[src/rtl/bbt_pkg.sv]
// Package for the Bollinger band tracker: field widths and shared constants.
// Used by bbt_divsqrt and bollinger_band_tracker; depends on nothing.
`timescale 1ns / 1ps
package bbt_pkg;
	localparam int SampleW = 24;
	localparam int FactorW = 16;
	localparam int LenRegW = 7;
	localparam int LenW    = 11;
	localparam int SumW    = 42;
	localparam int SqW     = 64;
	typedef struct packed {
		logic start;
		logic is_sqrt;
	} unit_cmd_t;
endpackage

[src/rtl/bbt_divsqrt.sv]
// Shared multi-cycle unit: restoring unsigned division and floor square root,
// one result bit per cycle. Depends on bbt_pkg.
`timescale 1ns / 1ps
module bbt_divsqrt import bbt_pkg::*; (
	input  logic            clk,
	input  logic            arst_n,
	input  unit_cmd_t       cmd,
	input  logic [SqW-1:0]  operand,
	input  logic [LenW-1:0] divisor,
	output logic            done,
	output logic [SqW-1:0]  result,
	output logic [LenW-1:0] remainder
);
	logic [SqW-1:0] rem_q;
	logic [SqW-1:0] num_q;
	logic [SqW-1:0] root_q;
	logic [6:0]     cnt_q;
	logic           busy_q;
	logic           sqrt_q;
	logic [SqW+1:0] rem_next;
	logic [SqW+1:0] trial;

	always_comb begin
		if (sqrt_q) begin
			rem_next = {rem_q, num_q[SqW-1 -: 2]};
			trial = {root_q, 2'b01};
		end else begin
			rem_next = {2'b00, rem_q[SqW-2:0], num_q[SqW-1]};
			trial = {{(SqW+2-LenW){1'b0}}, divisor};
		end
	end

	always_ff @(posedge clk or negedge arst_n) begin
		if (!arst_n) begin
			busy_q <= 1'b0;
			done <= 1'b0;
			cnt_q <= '0;
		end else begin
			done <= 1'b0;
			if (cmd.start) begin
				busy_q <= 1'b1;
				cnt_q <= cmd.is_sqrt ? 7'd32 : 7'd64;
			end else if (busy_q) begin
				cnt_q <= cnt_q - 7'd1;
				if (cnt_q == 7'd1) begin
					busy_q <= 1'b0;
					done <= 1'b1;
				end
			end
		end
	end

	always_ff @(posedge clk) begin
		if (cmd.start) begin
			sqrt_q <= cmd.is_sqrt;
			num_q <= operand;
			rem_q <= '0;
			root_q <= '0;
		end else if (busy_q) begin
			if (sqrt_q) num_q <= {num_q[SqW-3:0], 2'b00};
			else num_q <= {num_q[SqW-2:0], 1'b0};
			if (rem_next >= trial) begin
				rem_q <= SqW'(rem_next - trial);
				root_q <= {root_q[SqW-2:0], 1'b1};
			end else begin
				rem_q <= SqW'(rem_next);
				root_q <= {root_q[SqW-2:0], 1'b0};
			end
		end
	end

	assign result = root_q;
	assign remainder = rem_q[LenW-1:0];
endmodule
[config.mk]
export PLATFORM = sky130hd
export DESIGN_NAME = bbt_divsqrt
export DESIGN_NICKNAME = d
export VERILOG_FILES = /design/src/rtl/bbt_pkg.sv /design/src/rtl/bbt_divsqrt.sv
export SDC_FILE = /design/constraint.sdc
export NUM_CORES = 1
export LEC_CHECK = 0
export ABC_CLOCK_PERIOD_IN_PS = 5880
export BUFFER_PORTS_ARGS = -buffer_cell sky130_fd_sc_hd__buf_4
export CORE_UTILIZATION = 60
export CTS_CLUSTER_SIZE = 28
export DETAILED_ROUTE_END_ITERATION = 12
export PLACE_DENSITY = 0.81
export SYNTH_ARGS = -nofsm -noshare
export SYNTH_HDL_FRONTEND = slang
export SYNTH_SLANG_ARGS = --single-unit
[constraint.sdc]
create_clock -name clk -period 5.88 [get_ports clk]
set_input_delay 0.882 -clock clk [delete_from_list [all_inputs] [get_ports clk]]
set_output_delay 0.882 -clock clk [all_outputs]
set_load 0.03 [all_outputs]
Yosys cells after proc, flatten, opt, wreduce, memory -nomap -nowiden
Cells that the tools add are included.
{"block": "word_totals", "elab_cells": 28, "out_inout_bits": 76, "reg_bits": 202, "in_bits": 79}
{"block": "classes", "reduce_logical": 1, "n_lt_le_gt_ge": 1, "eq_ne": 1, "mux": 16, "n_addsub": 2}
{"cell": "64-bit two-way mux", "n": 4}
{"cell": "66-bit two-way mux", "n": 2}
{"cell": "66-bit greater-or-equal comparator", "n": 1}
{"cell": "64-bit subtractor", "n": 1}
{"cell": "7-bit two-way mux", "n": 3}
{"cell": "7-bit by 1-bit equality test with 1-bit output, second input constant", "n": 1}
{"cell": "1-bit two-way mux", "n": 7}
{"cell": "7-bit by 1-bit subtractor with 7-bit output, second input constant", "n": 1}
{"cell": "2-bit nonzero test", "n": 1}

Longest topological paths before layout
{"block": "depth", "ltp_word": 4, "ltp_mapped": 20}

Worst setup path after synthesis
OpenSTA, ideal clock, no wires.
{"block": "synth_timing", "path_type": "reg2reg", "from": "register sqrt_q", "to": "register rem_q[52]", "slack_ps": 1231, "arrival_ps": 4524, "required_time_ps": 5755, "stages_incl_launch_ff": 21, "cell_sequence": "edfxtp_1 > clkbuf_1 > clkbuf_1 > buf_1 > clkbuf_1 > clkbuf_1 > nand2_1 > ha_1 > clkbuf_1 > nand2_1 > nor4_1 > and3_1 > o211ai_1 > and3_1 > buf_2 > o31a_1 > o21a_1 > buf_2 > buf_2 > a32oi_1 > o21ai_0"}
{"block": "synth_via", "elab_chain_cells": 3, "elab_cells_between_ends": 5}
{"item": "start, declared", "line_no": "bbt_divsqrt.sv:19", "rtl": "logic sqrt_q;"}
{"item": "start signal, assigned", "line_no": "bbt_divsqrt.sv:55", "rtl": "sqrt_q <= cmd.is_sqrt;"}
{"item": "66-bit two-way mux", "line_no": "bbt_divsqrt.sv:24", "rtl": "if (sqrt_q) begin"}
{"item": "64-bit subtractor / 66-bit greater-or-equal comparator (equally long branches)", "line_no": "bbt_divsqrt.sv:63, bbt_divsqrt.sv:62"}
{"item": "64-bit two-way mux *", "line_no": "bbt_divsqrt.sv:62", "rtl": "if (rem_next >= trial) begin"}
{"item": "end signal, assigned", "line_no": "bbt_divsqrt.sv:63", "rtl": "rem_q <= SqW'(rem_next - trial);"}
{"item": "end signal, assigned", "line_no": "bbt_divsqrt.sv:66", "rtl": "rem_q <= SqW'(rem_next);"}
{"item": "end, declared", "line_no": "bbt_divsqrt.sv:14", "rtl": "logic [SqW-1:0] rem_q;"}
Every way passes the cells marked *; elsewhere a longest branch is shown, timed or not.
A chain may end at the register's enable or synchronous reset.

Worst setup path after layout
{"block": "layout_timing", "from": "register sqrt_q", "to": "register rem_q[7]"}
The elaborated chain is that of the path after synthesis.

==> results.yml <==
pwr:
  p_leak_nw: 7.23
  power_density_nw_per_um2: 536
  irDropWorstVdd_v: 0.000466
floorplan:
  die_w_um: 154
  num_io_pins: 155
  die-area_sq_um: 23600
  initial_core_util_pct: 61.0
  core_area_sq_um: 22600
  core.rowCount: 55
  die_h_um: 154
cells_and_area:
  area_delta_synth_final_pct: 12.8
  fill_cells: 1839
  layout_common_cells: "223 x nand2_1, 174 x nor2_1, 162 x buf_4"
  multi_input_area_sq_um: 8430
  antennaDiodeCount: 0
  final_nets: 1837
  layout.area.seq_sq_um: 4740
  drive_gt1_share_pct: 15.9
  final_area_sq_um: 15600
  stdcell_count: 1989
  final_common_cell: "nand2_1"
clocking:
  cts_hold_buf: 0
  htree_levels: 1
  clockRootBuffer: "clkbuf_16"
  clock_latency_ps: 520
  cts_buffer_depth: 3
  cts.sinks: 202
  cts-resized-gates: 0
  postCtsSetupBuffers: 0
  clk_pin_slew_ps: 60
  cts_buffers: 23
  cts_tree: "yes"
setup_path:
  arrival_ps: 5330
  crit_start: "sqrt_q"
  worstPathRequired_ps: 6240
  cp-end-kind: "flop"
  r2r-start: "sqrt_q"
  worstPathMaxFanout: 81
  startpoint_type: "flop"
  crit_type: "flop to flop"
synthesis:
  syn_inst: 1626
  synth.distinct_cells: 62
  ys_warn_count: 0
  synth-seq-area-share_pct: 34.3
  ys.flop_type: "dfxtp_1"
  yosys_register_bits: 202
  async_reset_ff_share_pct: 4.46
  syn_area_per_cell_sq_um: 8.50
  syn_area_sq_um: 13800
  synth_fp_nets: 1774
  synth_edf_count: 65
drt:
  wl_met2_um: 14600
  top_layer_used: "met4"
  ant_nets: 0
  firstDrtPassIters: 7
  drt-met1-wl_um: 15400
  avgRoutedWirePerCell_um: 16.6
  wl_met3_um: 2320
  vias_per_cell: 6.07
  num_vias: 12100
  totalWireLength_um: 33000
  drtIter0Drc: 1198
  drc: 0
grt:
  grt_usage_pct: 27.6
  grt_overflow: 0
  grt_pass1_vias: 11200
  grt_first_pass_wirelength_um: 54800
  antenna_found_initial: 0
  grt_max_degree: 118
timing:
  max_freq_ghz: 0.201
  period_needed_ps: 4970
  fin_skew_ps: 11.5
  max_slew.worst_pin.slew_ps: 1020
  tns_ps: 0
  maxSlewViolCount: 0
  relSlewSlack_pct: 32.2
  setup-violations-final: 0
  period_share_pct: 84.5
  finalHoldViolCount: 0
  rsz0062_at_grt: "false"
place:
  dp.cells: 1949
  gp_congestion: 0.985
  portBuffers: 154
  dp_hpwl_um: 23800
  postPlaceCellArea_sq_um: 14900
status:
  status: "complete, no violations"
worst_hold_path:
  hp-class: "input pin to async pin"
run:
  maxCapViolCount: 0
[worst max-delay path, cell delays in order (launching register included)]
cell	delay (ps)
edfxtp_1	1020
buf_4	370
mux2i_1	320
ha_1	300
nand2_1	240
nand3_1	120
a21boi_0	440
o211ai_1	160
and3_1	270
o31a_1	360
o21ai_4	400
buf_12	380
o21ai_0	170
o21ai_1	110
a211oi_1	90
[final timing paths]
kind	to	slack (ps)	depth (start not counted)
worst max register to register	rem_q[7]	910	14
worst min-delay path	cnt_q[2]	180	1
worst min register to register	rem_q[25]	490	2
min in group clk	rem_q[25]	490	2
worst max-delay path	rem_q[7]	910	14
max in group asynchronous	busy_q	5550	1
[cell families after synthesis]
family | synth area share (%)
fa+ha+maj | 6.30
xor+xnor | 3.87
flops | 34.3
buf+inv | 4.65
compound gates | 18.6
simple gates | 15.9
mux | 16.3
[registers in the layout, summed over array words and instances (netlist names)]
| register | cells |
|---|---|
| done | 1 |
| sqrt_q | 1 |
| cnt_q | 7 |
| result | 64 |
| rem_q | 64 |
| busy_q | 1 |
| num_q | 64 |
[Yosys cell counts, types with 21 or more instances]
master,number,area share (%)
nor2_1,174,4.7
o21ai_0,111,4.0
ha_1,68,6.2
mux2i_1,158,11
nand4_1,27,1.2
inv_1,21,0.57
dfxtp_1,128,19
clkbuf_1,85,2.3
o21ai_1,34,1.2
xor2_1,24,1.5
a21oi_1,87,3.2
a21o_1,40,2.2
xnor2_1,37,2.3
nand2_1,223,6.1
a211oi_1,59,3.2
edfxtp_1,65,14
mux2_2,60,4.9
[metrics by stage]
step | util [%] | power, mW | hold slack (ps) | worst slack (ps)
finish | 68.9 | 8.35 | 183 | 911
floorplan | - | 5.98 | 423 | 1230
global route | 68.9 | 8.99 | 168 | 629
CTS | 68.9 | 8.29 | 171 | 972
detailed placement | 65.9 | 6.94 | 481 | 1040
global placement | 65.9 | 6.87 | 461 | 1140
[metal layers]
metal / vias up / track usage [%]
met5: - / 0
met4: 0 / 7.95
met3: 73 / 4.20
met2: 415 / 43.3
met1: 5609 / 39.1
li1: 5975 / -
[power by group]
part / total [mW] / leakage, nW / internal, mW / switching (mW)
Sequential: 1.95 / 1.87 / 1.74 / 0.213
Combinational: 5.10 / 5.03 / 2.13 / 2.97
Clock: 1.30 / 0.331 / 0.730 / 0.566
[cell type report]
cell class	count	area share, %
well taps	285	2.29
clock inverters	11	0.393
clock buffers	29	3.90
inverters	21	0.506
flip-flops and latches	202	30.4
multi-input cells	1274	54.1
repair buffers	167	8.39
Note: power is estimated with default switching activity, not from simulation.
